==> config.mk <==
export PLATFORM = sky130hd
export DESIGN_NAME = wakeup_call_timer_queue
export DESIGN_NICKNAME = d
export VERILOG_FILES = /design/src/hw/rtl/wcq_pkg.sv /design/src/hw/rtl/wcq_ram.sv /design/src/hw/rtl/wcq_cmp.sv /design/src/hw/rtl/wakeup_call_timer_queue.sv
export SDC_FILE = /design/constraint.sdc
export NUM_CORES = 2
export LEC_CHECK = 0
export ABC_AREA = 1
export BUFFER_PORTS_ARGS = -buffer_cell sky130_fd_sc_hd__clkbuf_2
export CORE_MARGIN = 10
export CORE_UTILIZATION = 55
export DETAILED_ROUTE_END_ITERATION = 16
export PLACE_DENSITY = 0.74
export SLEW_MARGIN = 40
export SYNTH_ARGS = -nofsm -noshare
export SYNTH_HDL_FRONTEND = slang
export SYNTH_SLANG_ARGS = --single-unit
==> constraint.sdc <==
create_clock -name clk_i -period 7 [get_ports clk_i]
set_clock_uncertainty 0.1 [all_clocks]
set_input_delay 0.35 -clock clk_i [delete_from_list [all_inputs] [get_ports clk_i]]
set_output_delay 0.35 -clock clk_i [all_outputs]
set_load 0.05 [all_outputs]
==> src/hw/rtl/wcq_pkg.sv <==
`default_nettype none

package wcq_pkg;

  // fixed field widths
  localparam int unsigned ROOM_W      = 13;
  localparam int unsigned IN_TIME_W   = 32;
  localparam int unsigned OUT_TIME_W  = 32;
  localparam int unsigned PCOUNT_W    = 6;
  localparam int unsigned ECOUNT_W    = 16;

  // parameter defaults
  localparam int unsigned CAPACITY_DEF  = 32;
  localparam int unsigned TIME_BITS_DEF = 32;

  typedef enum logic {
    ACT_REGISTER = 1'b0,
    ACT_TICK     = 1'b1
  } action_e;

  typedef enum logic [1:0] {
    KIND_ACCEPTED  = 2'd0,
    KIND_REJECTED  = 2'd1,
    KIND_WAKE      = 2'd2,
    KIND_IDLE_TICK = 2'd3
  } kind_e;

  typedef enum logic [3:0] {
    S_IDLE,
    S_UP_RD,
    S_UP_CMP,
    S_TOP_RD,
    S_TOP_CMP,
    S_LAST,
    S_DN_RD,
    S_DN_L,
    S_DN_R,
    S_DN_CMP
  } state_e;

  typedef struct packed {
    action_e               action;
    logic [ROOM_W-1:0]     room;
    logic [IN_TIME_W-1:0]  call_time;
    logic [IN_TIME_W-1:0]  now;
  } cmd_t;

  typedef struct packed {
    kind_e                 kind;
    logic [ROOM_W-1:0]     woken_room;
    logic [OUT_TIME_W-1:0] woken_time;
    logic [PCOUNT_W-1:0]   pending_count;
    logic [ECOUNT_W-1:0]   expired_count;
    logic                  last;
  } res_t;

  // wake-up beat held back until it is known whether another one follows
  typedef struct packed {
    logic                  valid;
    logic [ROOM_W-1:0]     room;
    logic [OUT_TIME_W-1:0] due;
    logic [PCOUNT_W-1:0]   pcount;
    logic [ECOUNT_W-1:0]   ecount;
  } pend_t;

endpackage

`default_nettype wire

==> src/hw/rtl/wcq_ram.sv <==
`default_nettype none

module wcq_ram #(
  parameter int unsigned Width = 8,
  parameter int unsigned Depth = 2
) (
  input  wire logic                     clk_i,
  input  wire logic                     wr_en_i,
  input  wire logic [$clog2(Depth)-1:0] wr_addr_i,
  input  wire logic [Width-1:0]         wr_data_i,
  input  wire logic                     rd_en_i,
  input  wire logic [$clog2(Depth)-1:0] rd_addr_i,
  output logic      [Width-1:0]         rd_data_o
);

  logic [Width-1:0] mem_q [Depth];

  // one write port, one registered read port
  always_ff @(posedge clk_i) begin
    if (wr_en_i) begin
      mem_q[wr_addr_i] <= wr_data_i;
    end
    if (rd_en_i) begin
      rd_data_o <= mem_q[rd_addr_i];
    end
  end

endmodule

`default_nettype wire

==> src/hw/rtl/wcq_cmp.sv <==
`default_nettype none

module wcq_cmp #(
  parameter int unsigned Width = 32
) (
  input  wire logic [Width-1:0] a_i,
  input  wire logic [Width-1:0] b_i,
  output logic                  lt_o
);

  // shared unsigned magnitude compare
  assign lt_o = (a_i < b_i);

endmodule

`default_nettype wire

==> src/hw/rtl/wakeup_call_timer_queue.sv <==
`default_nettype none

// Wake-up call timer queue: pending (room, due time) calls sit in a binary
// min-heap on due time, held in one single-port-read RAM and ordered by one
// shared comparator under a small sequencer. A register beat fetches and
// compares one parent per heap level climbed. A tick beat looks at the
// root, and for each call it delivers it fetches the last entry, sifts it
// down one heap level at a time (reading the left child, then the right
// child where there is one, then comparing), lets it settle and looks at
// the new root; a tick with nothing due answers once it has looked at the
// root, or straight away on an empty heap. The RAM's one read port and the
// one comparator set this order of steps. busy_o is high while a
// beat is being worked on and start_i is only taken while it is low. Results
// come out on res_o for exactly one cycle each, marked by res_valid_o; the
// receiver cannot stall them, so it must take every beat as it appears. A
// tick emits one beat per due call with last set on the final one, or a
// single nothing-due beat. The heap RAM needs no clearing after reset.
module wakeup_call_timer_queue #(
  parameter int unsigned CAPACITY  = wcq_pkg::CAPACITY_DEF,
  parameter int unsigned TIME_BITS = wcq_pkg::TIME_BITS_DEF
) (
  input  wire logic          clk_i,
  input  wire logic          rst_ni,
  input  wire logic          start_i,
  input  wire wcq_pkg::cmd_t cmd_i,
  output logic               busy_o,
  output logic               res_valid_o,
  output wcq_pkg::res_t      res_o
);

  localparam int unsigned AddrW = $clog2(CAPACITY);
  localparam int unsigned CntW  = $clog2(CAPACITY + 1);
  localparam int unsigned EntW  = TIME_BITS + wcq_pkg::ROOM_W;

  wcq_pkg::state_e state_q, state_d;
  logic [CntW-1:0]              cnt_q, cnt_d;
  logic [wcq_pkg::ECOUNT_W-1:0] exp_q, exp_d, exp_inc;
  logic [TIME_BITS-1:0]         now_q, now_d;
  logic [EntW-1:0]              mov_q, mov_d;
  logic [EntW-1:0]              best_q, best_d;
  logic [CntW-1:0]              pos_q, pos_d;
  logic [CntW:0]                child_q, child_d, child_w;
  wcq_pkg::pend_t               pend_q, pend_d;
  logic                         res_valid_q, res_valid_d;
  wcq_pkg::res_t                res_q, res_d;

  logic             accept;
  logic             full_w;
  logic             wr_en, rd_en;
  logic [AddrW-1:0] wr_addr, rd_addr;
  logic [EntW-1:0]  wr_data, rd_data;
  logic [TIME_BITS-1:0] cmp_a, cmp_b;
  logic             lt;

  function automatic wcq_pkg::res_t make_res(
    wcq_pkg::kind_e                  kind,
    logic [wcq_pkg::ROOM_W-1:0]      room,
    logic [wcq_pkg::OUT_TIME_W-1:0]  due,
    logic [wcq_pkg::PCOUNT_W-1:0]    pcount,
    logic [wcq_pkg::ECOUNT_W-1:0]    ecount,
    logic                            last
  );
    wcq_pkg::res_t r;
    r.kind          = kind;
    r.woken_room    = room;
    r.woken_time    = due;
    r.pending_count = pcount;
    r.expired_count = ecount;
    r.last          = last;
    return r;
  endfunction

  assign accept  = start_i && (state_q == wcq_pkg::S_IDLE);
  assign full_w  = (cnt_q == CntW'(CAPACITY));
  assign child_w = {pos_q, 1'b0};
  assign exp_inc = (exp_q == '1) ? exp_q : exp_q + 1'b1;

  // heap storage, entry = {room, due}
  wcq_ram #(
    .Width(EntW),
    .Depth(CAPACITY)
  ) u_heap (
    .clk_i    (clk_i),
    .wr_en_i  (wr_en),
    .wr_addr_i(wr_addr),
    .wr_data_i(wr_data),
    .rd_en_i  (rd_en),
    .rd_addr_i(rd_addr),
    .rd_data_o(rd_data)
  );

  // comparator operand select
  always_comb begin
    cmp_a = mov_q[TIME_BITS-1:0];
    cmp_b = best_q[TIME_BITS-1:0];
    unique case (state_q)
      wcq_pkg::S_UP_CMP: begin
        cmp_a = mov_q[TIME_BITS-1:0];
        cmp_b = rd_data[TIME_BITS-1:0];
      end
      wcq_pkg::S_TOP_CMP: begin
        cmp_a = now_q;
        cmp_b = rd_data[TIME_BITS-1:0];
      end
      wcq_pkg::S_DN_R: begin
        cmp_a = rd_data[TIME_BITS-1:0];
        cmp_b = best_q[TIME_BITS-1:0];
      end
      wcq_pkg::S_DN_CMP: begin
        cmp_a = best_q[TIME_BITS-1:0];
        cmp_b = mov_q[TIME_BITS-1:0];
      end
      default: begin
        cmp_a = mov_q[TIME_BITS-1:0];
        cmp_b = best_q[TIME_BITS-1:0];
      end
    endcase
  end

  wcq_cmp #(
    .Width(TIME_BITS)
  ) u_cmp (
    .a_i (cmp_a),
    .b_i (cmp_b),
    .lt_o(lt)
  );

  // next state
  always_comb begin
    state_d = state_q;
    unique case (state_q)
      wcq_pkg::S_IDLE: begin
        if (accept) begin
          if (cmd_i.action == wcq_pkg::ACT_TICK) begin
            state_d = wcq_pkg::S_TOP_RD;
          end else if (!full_w) begin
            state_d = wcq_pkg::S_UP_RD;
          end
        end
      end
      wcq_pkg::S_UP_RD: begin
        if (pos_q == CntW'(1)) begin
          state_d = wcq_pkg::S_IDLE;
        end else begin
          state_d = wcq_pkg::S_UP_CMP;
        end
      end
      wcq_pkg::S_UP_CMP: begin
        state_d = lt ? wcq_pkg::S_UP_RD : wcq_pkg::S_IDLE;
      end
      wcq_pkg::S_TOP_RD: begin
        state_d = (cnt_q == '0) ? wcq_pkg::S_IDLE : wcq_pkg::S_TOP_CMP;
      end
      wcq_pkg::S_TOP_CMP: begin
        state_d = lt ? wcq_pkg::S_IDLE : wcq_pkg::S_LAST;
      end
      wcq_pkg::S_LAST: begin
        state_d = (cnt_q == '0) ? wcq_pkg::S_TOP_RD : wcq_pkg::S_DN_RD;
      end
      wcq_pkg::S_DN_RD: begin
        if (child_w > {1'b0, cnt_q}) begin
          state_d = wcq_pkg::S_TOP_RD;
        end else begin
          state_d = wcq_pkg::S_DN_L;
        end
      end
      wcq_pkg::S_DN_L: begin
        if (child_q != {1'b0, cnt_q}) begin
          state_d = wcq_pkg::S_DN_R;
        end else begin
          state_d = wcq_pkg::S_DN_CMP;
        end
      end
      wcq_pkg::S_DN_R: begin
        state_d = wcq_pkg::S_DN_CMP;
      end
      wcq_pkg::S_DN_CMP: begin
        state_d = lt ? wcq_pkg::S_DN_RD : wcq_pkg::S_TOP_RD;
      end
      default: begin
        state_d = wcq_pkg::S_IDLE;
      end
    endcase
  end

  // datapath, memory control and result beats
  always_comb begin
    cnt_d       = cnt_q;
    exp_d       = exp_q;
    now_d       = now_q;
    mov_d       = mov_q;
    best_d      = best_q;
    pos_d       = pos_q;
    child_d     = child_q;
    pend_d      = pend_q;
    res_valid_d = 1'b0;
    res_d       = res_q;
    wr_en       = 1'b0;
    wr_addr     = AddrW'(pos_q - 1'b1);
    wr_data     = mov_q;
    rd_en       = 1'b0;
    rd_addr     = '0;

    unique case (state_q)
      wcq_pkg::S_IDLE: begin
        if (accept) begin
          if (cmd_i.action == wcq_pkg::ACT_TICK) begin
            now_d        = TIME_BITS'(cmd_i.now);
            pend_d.valid = 1'b0;
          end else if (full_w) begin
            res_valid_d = 1'b1;
            res_d = make_res(wcq_pkg::KIND_REJECTED, '0, '0,
                             wcq_pkg::PCOUNT_W'(cnt_q), exp_q, 1'b1);
          end else begin
            cnt_d = cnt_q + 1'b1;
            pos_d = cnt_q + 1'b1;
            mov_d = {cmd_i.room, TIME_BITS'(cmd_i.call_time)};
          end
        end
      end

      // sift-up: fetch parent or settle at the root
      wcq_pkg::S_UP_RD: begin
        if (pos_q == CntW'(1)) begin
          wr_en       = 1'b1;
          res_valid_d = 1'b1;
          res_d = make_res(wcq_pkg::KIND_ACCEPTED, '0, '0,
                           wcq_pkg::PCOUNT_W'(cnt_q), exp_q, 1'b1);
        end else begin
          rd_en   = 1'b1;
          rd_addr = AddrW'((pos_q >> 1) - 1'b1);
        end
      end

      // parent later than the new call moves down
      wcq_pkg::S_UP_CMP: begin
        wr_en = 1'b1;
        if (lt) begin
          wr_data = rd_data;
          pos_d   = pos_q >> 1;
        end else begin
          res_valid_d = 1'b1;
          res_d = make_res(wcq_pkg::KIND_ACCEPTED, '0, '0,
                           wcq_pkg::PCOUNT_W'(cnt_q), exp_q, 1'b1);
        end
      end

      // look at the root, or close the tick on an empty heap
      wcq_pkg::S_TOP_RD: begin
        if (cnt_q == '0) begin
          res_valid_d = 1'b1;
          if (pend_q.valid) begin
            res_d = make_res(wcq_pkg::KIND_WAKE, pend_q.room, pend_q.due,
                             pend_q.pcount, pend_q.ecount, 1'b1);
          end else begin
            res_d = make_res(wcq_pkg::KIND_IDLE_TICK, '0, '0,
                             wcq_pkg::PCOUNT_W'(cnt_q), exp_q, 1'b1);
          end
        end else begin
          rd_en   = 1'b1;
          rd_addr = '0;
        end
      end

      // root due: pop it and fetch the last entry
      wcq_pkg::S_TOP_CMP: begin
        res_valid_d = pend_q.valid || lt;
        if (pend_q.valid) begin
          res_d = make_res(wcq_pkg::KIND_WAKE, pend_q.room, pend_q.due,
                           pend_q.pcount, pend_q.ecount, lt);
        end else begin
          res_d = make_res(wcq_pkg::KIND_IDLE_TICK, '0, '0,
                           wcq_pkg::PCOUNT_W'(cnt_q), exp_q, 1'b1);
        end
        if (!lt) begin
          exp_d         = exp_inc;
          cnt_d         = cnt_q - 1'b1;
          pend_d.valid  = 1'b1;
          pend_d.room   = rd_data[TIME_BITS +: wcq_pkg::ROOM_W];
          pend_d.due    = wcq_pkg::OUT_TIME_W'(rd_data[TIME_BITS-1:0]);
          pend_d.pcount = wcq_pkg::PCOUNT_W'(cnt_q - 1'b1);
          pend_d.ecount = exp_inc;
          rd_en         = 1'b1;
          rd_addr       = AddrW'(cnt_q - 1'b1);
        end
      end

      // last entry becomes the one sifting down from the root
      wcq_pkg::S_LAST: begin
        mov_d = rd_data;
        pos_d = CntW'(1);
      end

      // sift-down: fetch left child or settle
      wcq_pkg::S_DN_RD: begin
        if (child_w > {1'b0, cnt_q}) begin
          wr_en = 1'b1;
        end else begin
          child_d = child_w;
          rd_en   = 1'b1;
          rd_addr = AddrW'(child_w - 1'b1);
        end
      end

      wcq_pkg::S_DN_L: begin
        best_d = rd_data;
        if (child_q != {1'b0, cnt_q}) begin
          rd_en   = 1'b1;
          rd_addr = AddrW'(child_q);
        end
      end

      // right child wins only when strictly earlier
      wcq_pkg::S_DN_R: begin
        if (lt) begin
          best_d  = rd_data;
          child_d = child_q + 1'b1;
        end
      end

      wcq_pkg::S_DN_CMP: begin
        wr_en = 1'b1;
        if (lt) begin
          wr_data = best_q;
          pos_d   = CntW'(child_q);
        end
      end

      default: begin
        res_valid_d = 1'b0;
      end
    endcase
  end

  // control state
  always_ff @(posedge clk_i or negedge rst_ni) begin
    if (!rst_ni) begin
      state_q     <= wcq_pkg::S_IDLE;
      cnt_q       <= '0;
      exp_q       <= '0;
      pend_q      <= '0;
      res_valid_q <= 1'b0;
    end else begin
      state_q     <= state_d;
      cnt_q       <= cnt_d;
      exp_q       <= exp_d;
      pend_q      <= pend_d;
      res_valid_q <= res_valid_d;
    end
  end

  // payload registers
  always_ff @(posedge clk_i) begin
    now_q   <= now_d;
    mov_q   <= mov_d;
    best_q  <= best_d;
    pos_q   <= pos_d;
    child_q <= child_d;
    res_q   <= res_d;
  end

  assign busy_o      = (state_q != wcq_pkg::S_IDLE);
  assign res_valid_o = res_valid_q;
  assign res_o       = res_q;

`ifndef SYNTHESIS
  // the final beat of an item coincides with the sequencer going idle
  a_last_idle: assert property (@(posedge clk_i) disable iff (!rst_ni)
    res_valid_o |-> (busy_o != res_o.last))
    else $error("last flag out of step with sequencer");

  // only wake-up beats may be followed by more beats of the same item
  a_single_beat: assert property (@(posedge clk_i) disable iff (!rst_ni)
    (res_valid_o && (res_o.kind != wcq_pkg::KIND_WAKE)) |-> res_o.last)
    else $error("non-wake beat without last");

  // the heap never holds more than its capacity
  a_count_bound: assert property (@(posedge clk_i) disable iff (!rst_ni)
    cnt_q <= CntW'(CAPACITY))
    else $error("entry count above capacity");

  // an accepted beat either starts work or answers at once
  a_accept_progress: assert property (@(posedge clk_i) disable iff (!rst_ni)
    (start_i && !busy_o) |=> (busy_o || res_valid_o))
    else $error("accepted beat dropped");
`endif

endmodule

`default_nettype wire
==> impl_metrics.ini <==
[routing]
initialDrtViolationCount = 8537
vias = 56888
antenna_left = 0
wire_per_inst_um = 23.7
finalWirelength_um = 226000
dr.pass1.iters = 8
drc = 0
routed_via_density = 5.97

[yosys]
synth_cell_types = 41
async_flop_share_pct = 4.47
yosysTopAreaCell = edfxtp_1
synth.yosys.seq_area_share_pct = 67.1
synth_top_area_share_pct = 64.6
synth_most_common_cell = edfxtp_1
synthesis.instances = 7356
syn_area_um2 = 78500
syn_avg_cell_area_um2 = 10.7
synth_edf_count = 1690
synth_area_leaders = edfxtp_1 65%, nand3_1 9.9%, nand2_1 7.2%
synth_fp_nets = 7485
synth-seq-cells = 1769
synth-warning-count = 0
synthFlopType = edfxtp_1
yosys-top-cells-count = 1690 x edfxtp_1, 1560 x nand3_1, 1504 x nand2_1, 1079 x inv_1, 316 x nand3b_1

[critical_path]
cp_common_cell = o21ai_0
worstReg2RegEnd = u_heap.mem_q[24][17]
start_kind = flop
crit_arrival_ns = 6.62
r2r-start = state_q[1]
crit_slowest_cell = clkinv_1
r2r_slack_ns = 0.58
path_class = flop to flop
slowest_delay_ns = 0.86
worst_setup_path_end_kind = flop
cp_max_fo = 76
r2r_cells = 20
required_ns = 7.20
cp_cell_sequence = inv_1 > nand3_1 > nor2_1 > inv_1 > buf_4 > o21ai_0 > a21oi_1 > o21ai_0 > ha_1 > a21oi_1 > o21ai_0 > nand2_1 > o211ai_1 > nor2_1 > nand2_2 > nor2_1 > nor2_4 > buf_12 > o21ai_0 > clkinv_1

[floorplan]
die-area_um2 = 158000
core-area_um2 = 142000
die_h_um = 398
io_pins = 153
die_w_um = 398
start_util_pct = 55.4
rows = 138

[final_layout]
drive_gt1_share_pct = 8.78
fin_nets = 7620
syn2layout_area_growth_pct = 12.8
fillers = 10455
design_area_um2 = 88600

[pwr]
p_per_area_nw_per_um2 = 484
p_sw_mw = 17.8
internal_power_mw = 25.1
p_sw_share_pct = 41.5
pwr-share-clk_pct = 21.3
pwr-share-seq_pct = 37.7
p_leak_nw = 35.6
pwr-share-comb_pct = 41.0
ir_drop_v = 0.000567

[global_route]
grt_max_degree = 194
grt_overflow_total = 0
grt_usage_pct = 27.9
antenna_found_initial = 2
grt_pass1_wl_um = 337000
grt_pass1_vias = 53794

[timing]
max_freq_mhz = 156
slew_headroom_pct = 36.0
worst_pin_slew_ns = 0.961
finalWorstSetupSlack_ns = 0.581
tns_ns = 0
min_period_over_period_pct = 91.7
hold_violations = 0
rsz0062_at_grt = false
setup_viol = 0
slew_violations = 0
period_needed_ns = 6.42

[min_path]
min_to = now_q[12]
hold_class = input pin to flop
whs_path_depth = 2
worstHoldStart = cmd_i[12]

[outcome]
status = finished, final reports clean

[clock_tree]
clock_latency_ns = 0.82
clk_path_buf_depth = 3
cts_made_buffers = 174
cts_tree = done
cts.sinks = 1769
cts-root-buf = clkbuf_16
htreeDepth = 4
clk_pin_slew_worst_paths_ns = 0.07
cts_resized = 0

[placed_design]
dp_hpwl_um = 122000
gp_congestion = 0.920
pre_cts_ws_ns = 0.991
placedInstanceArea_um2 = 82000
port_buffers = 152

[job]
maxCapViolCount = 0
-- cells by family (layout without fill, tap and decap cells) --
group	Yosys count	after routing	share of synthesized area [%]
xor gates and xnor gates	33	33	0.368
AOI/OAI and AO/OA	397	397	2.82
DFF	1769	1769	67.1
buffers and inverters	1542	1825	7.71
and+or+nand+nor	3567	3567	21.2
adders and majority gates	48	48	0.765
other	0	1	0
-- timing repair --
item | 4_1_cts | 5_1_grt
endpoints found under the hold margin | 170 | 0
hold buffers | 83 | 0
setup buffers | 0 | 0
-- power groups by stage --
stage               Clock, mW  Sequential, mW  Combinational [mW]
finish                   9.14            16.2                17.6
global route             9.58            16.2                19.1
CTS                      9.19            16.1                17.2
detailed placement          0            16.3                17.0
global placement            0            16.3                16.6
floorplan                   0            16.8                10.5
-- routing by layer --
metal  share of wire [%]  track usage [%]  up-vias
li1                    -                -    25276
met1                  38             37.4    27203
met2                  46             43.8     3719
met3                  12             6.00      688
met4                 4.5             12.4        2
met5              0.0040                0        -
-- worst max-delay path, delay by kind of cell (launching register included) --
family,cells,cell delay (ns)
compound gates,7,1.31
fa+ha+maj,1,0.27
flops,1,0.41
simple gates,7,1.80
buf+inv,5,1.94
-- registers in the layout (all words and copies together) (netlist names), named ones only --
signal,cells
best_q,45
child_q,7
cnt_q,6
mov_q,45
now_q,32
pend_q,53
pos_q,6
res_o,70
res_valid_o,1
state_q,4
u_heap.mem_q,1440
u_heap.rd_data_o,45
-- area by class of cell --
cell class,count,area [um^2],share of cell area [%]
multi-input combinational,4045,20100,22.7
timing repair buffer,411,3770,4.26
clock buffer,226,4690,5.30
clock inverter,98,823,0.930
inverter,1090,4100,4.63
sequential,1769,52700,59.5
tap,1890,2360,2.67
antenna,1,2.50,0.00283
-- how the worst max path moves through the flow --
stage,cells past startpoint,slack [ns],from,end
5_1_grt,20,0.28,state_q[1],u_heap.mem_q[8][17]
6_report,20,0.58,state_q[1],u_heap.mem_q[24][17]
2_1_floorplan,18,0.39,state_q[1],best_q[0]
3_3_place_gp,20,0.87,state_q[1],u_heap.mem_q[10][11]
3_5_place_dp,20,0.99,state_q[1],u_heap.mem_q[30][6]
4_1_cts,20,0.96,state_q[1],u_heap.mem_q[5][6]
-- per-stage QoR --
stage               std cells  utilization (%)  hold slack [ns]  power (mW)
floorplan                7356                -          -0.0456        27.3
global placement         9099             57.6            0.122        32.9
detailed placement       9116             57.9            0.126        33.3
CTS                      9523             62.4            0.124        42.5
global route             9529             62.5            0.157        44.9
finish                   9530             62.5            0.161        42.9
-- placed cells by master, fill, tap and decap left out, types with 11 or more instances in the layout --
| cell | Yosys | routed |
|---|---|---|
| nand4_1 | 13 | 13 |
| nand2_1 | 1504 | 1502 |
| inv_1 | 1079 | 1048 |
| nor3_1 | 12 | 11 |
| edfxtp_1 | 1690 | 1690 |
| nand3b_1 | 316 | 316 |
| xor2_1 | 26 | 26 |
| o211ai_1 | 17 | 17 |
| buf_12 | 0 | 40 |
| clkbuf_1 | 186 | 41 |
| clkinv_1 | 3 | 40 |
| nor2_1 | 142 | 106 |
| clkbuf_16 | 0 | 177 |
| nand3_1 | 1560 | 1559 |
| o22ai_1 | 51 | 51 |
| o21ai_0 | 208 | 205 |
| buf_16 | 0 | 12 |
| dfrtp_1 | 79 | 79 |
| clkinv_2 | 0 | 31 |
| a211oi_1 | 18 | 18 |
| nor2_4 | 0 | 36 |
| dlygate4sd3_1 | 0 | 83 |
| ha_1 | 48 | 48 |
| inv_2 | 8 | 36 |
| clkbuf_2 | 0 | 151 |
| buf_6 | 1 | 13 |
| buf_4 | 0 | 103 |
| a21oi_1 | 86 | 85 |
(Power assumes the default switching activity.)
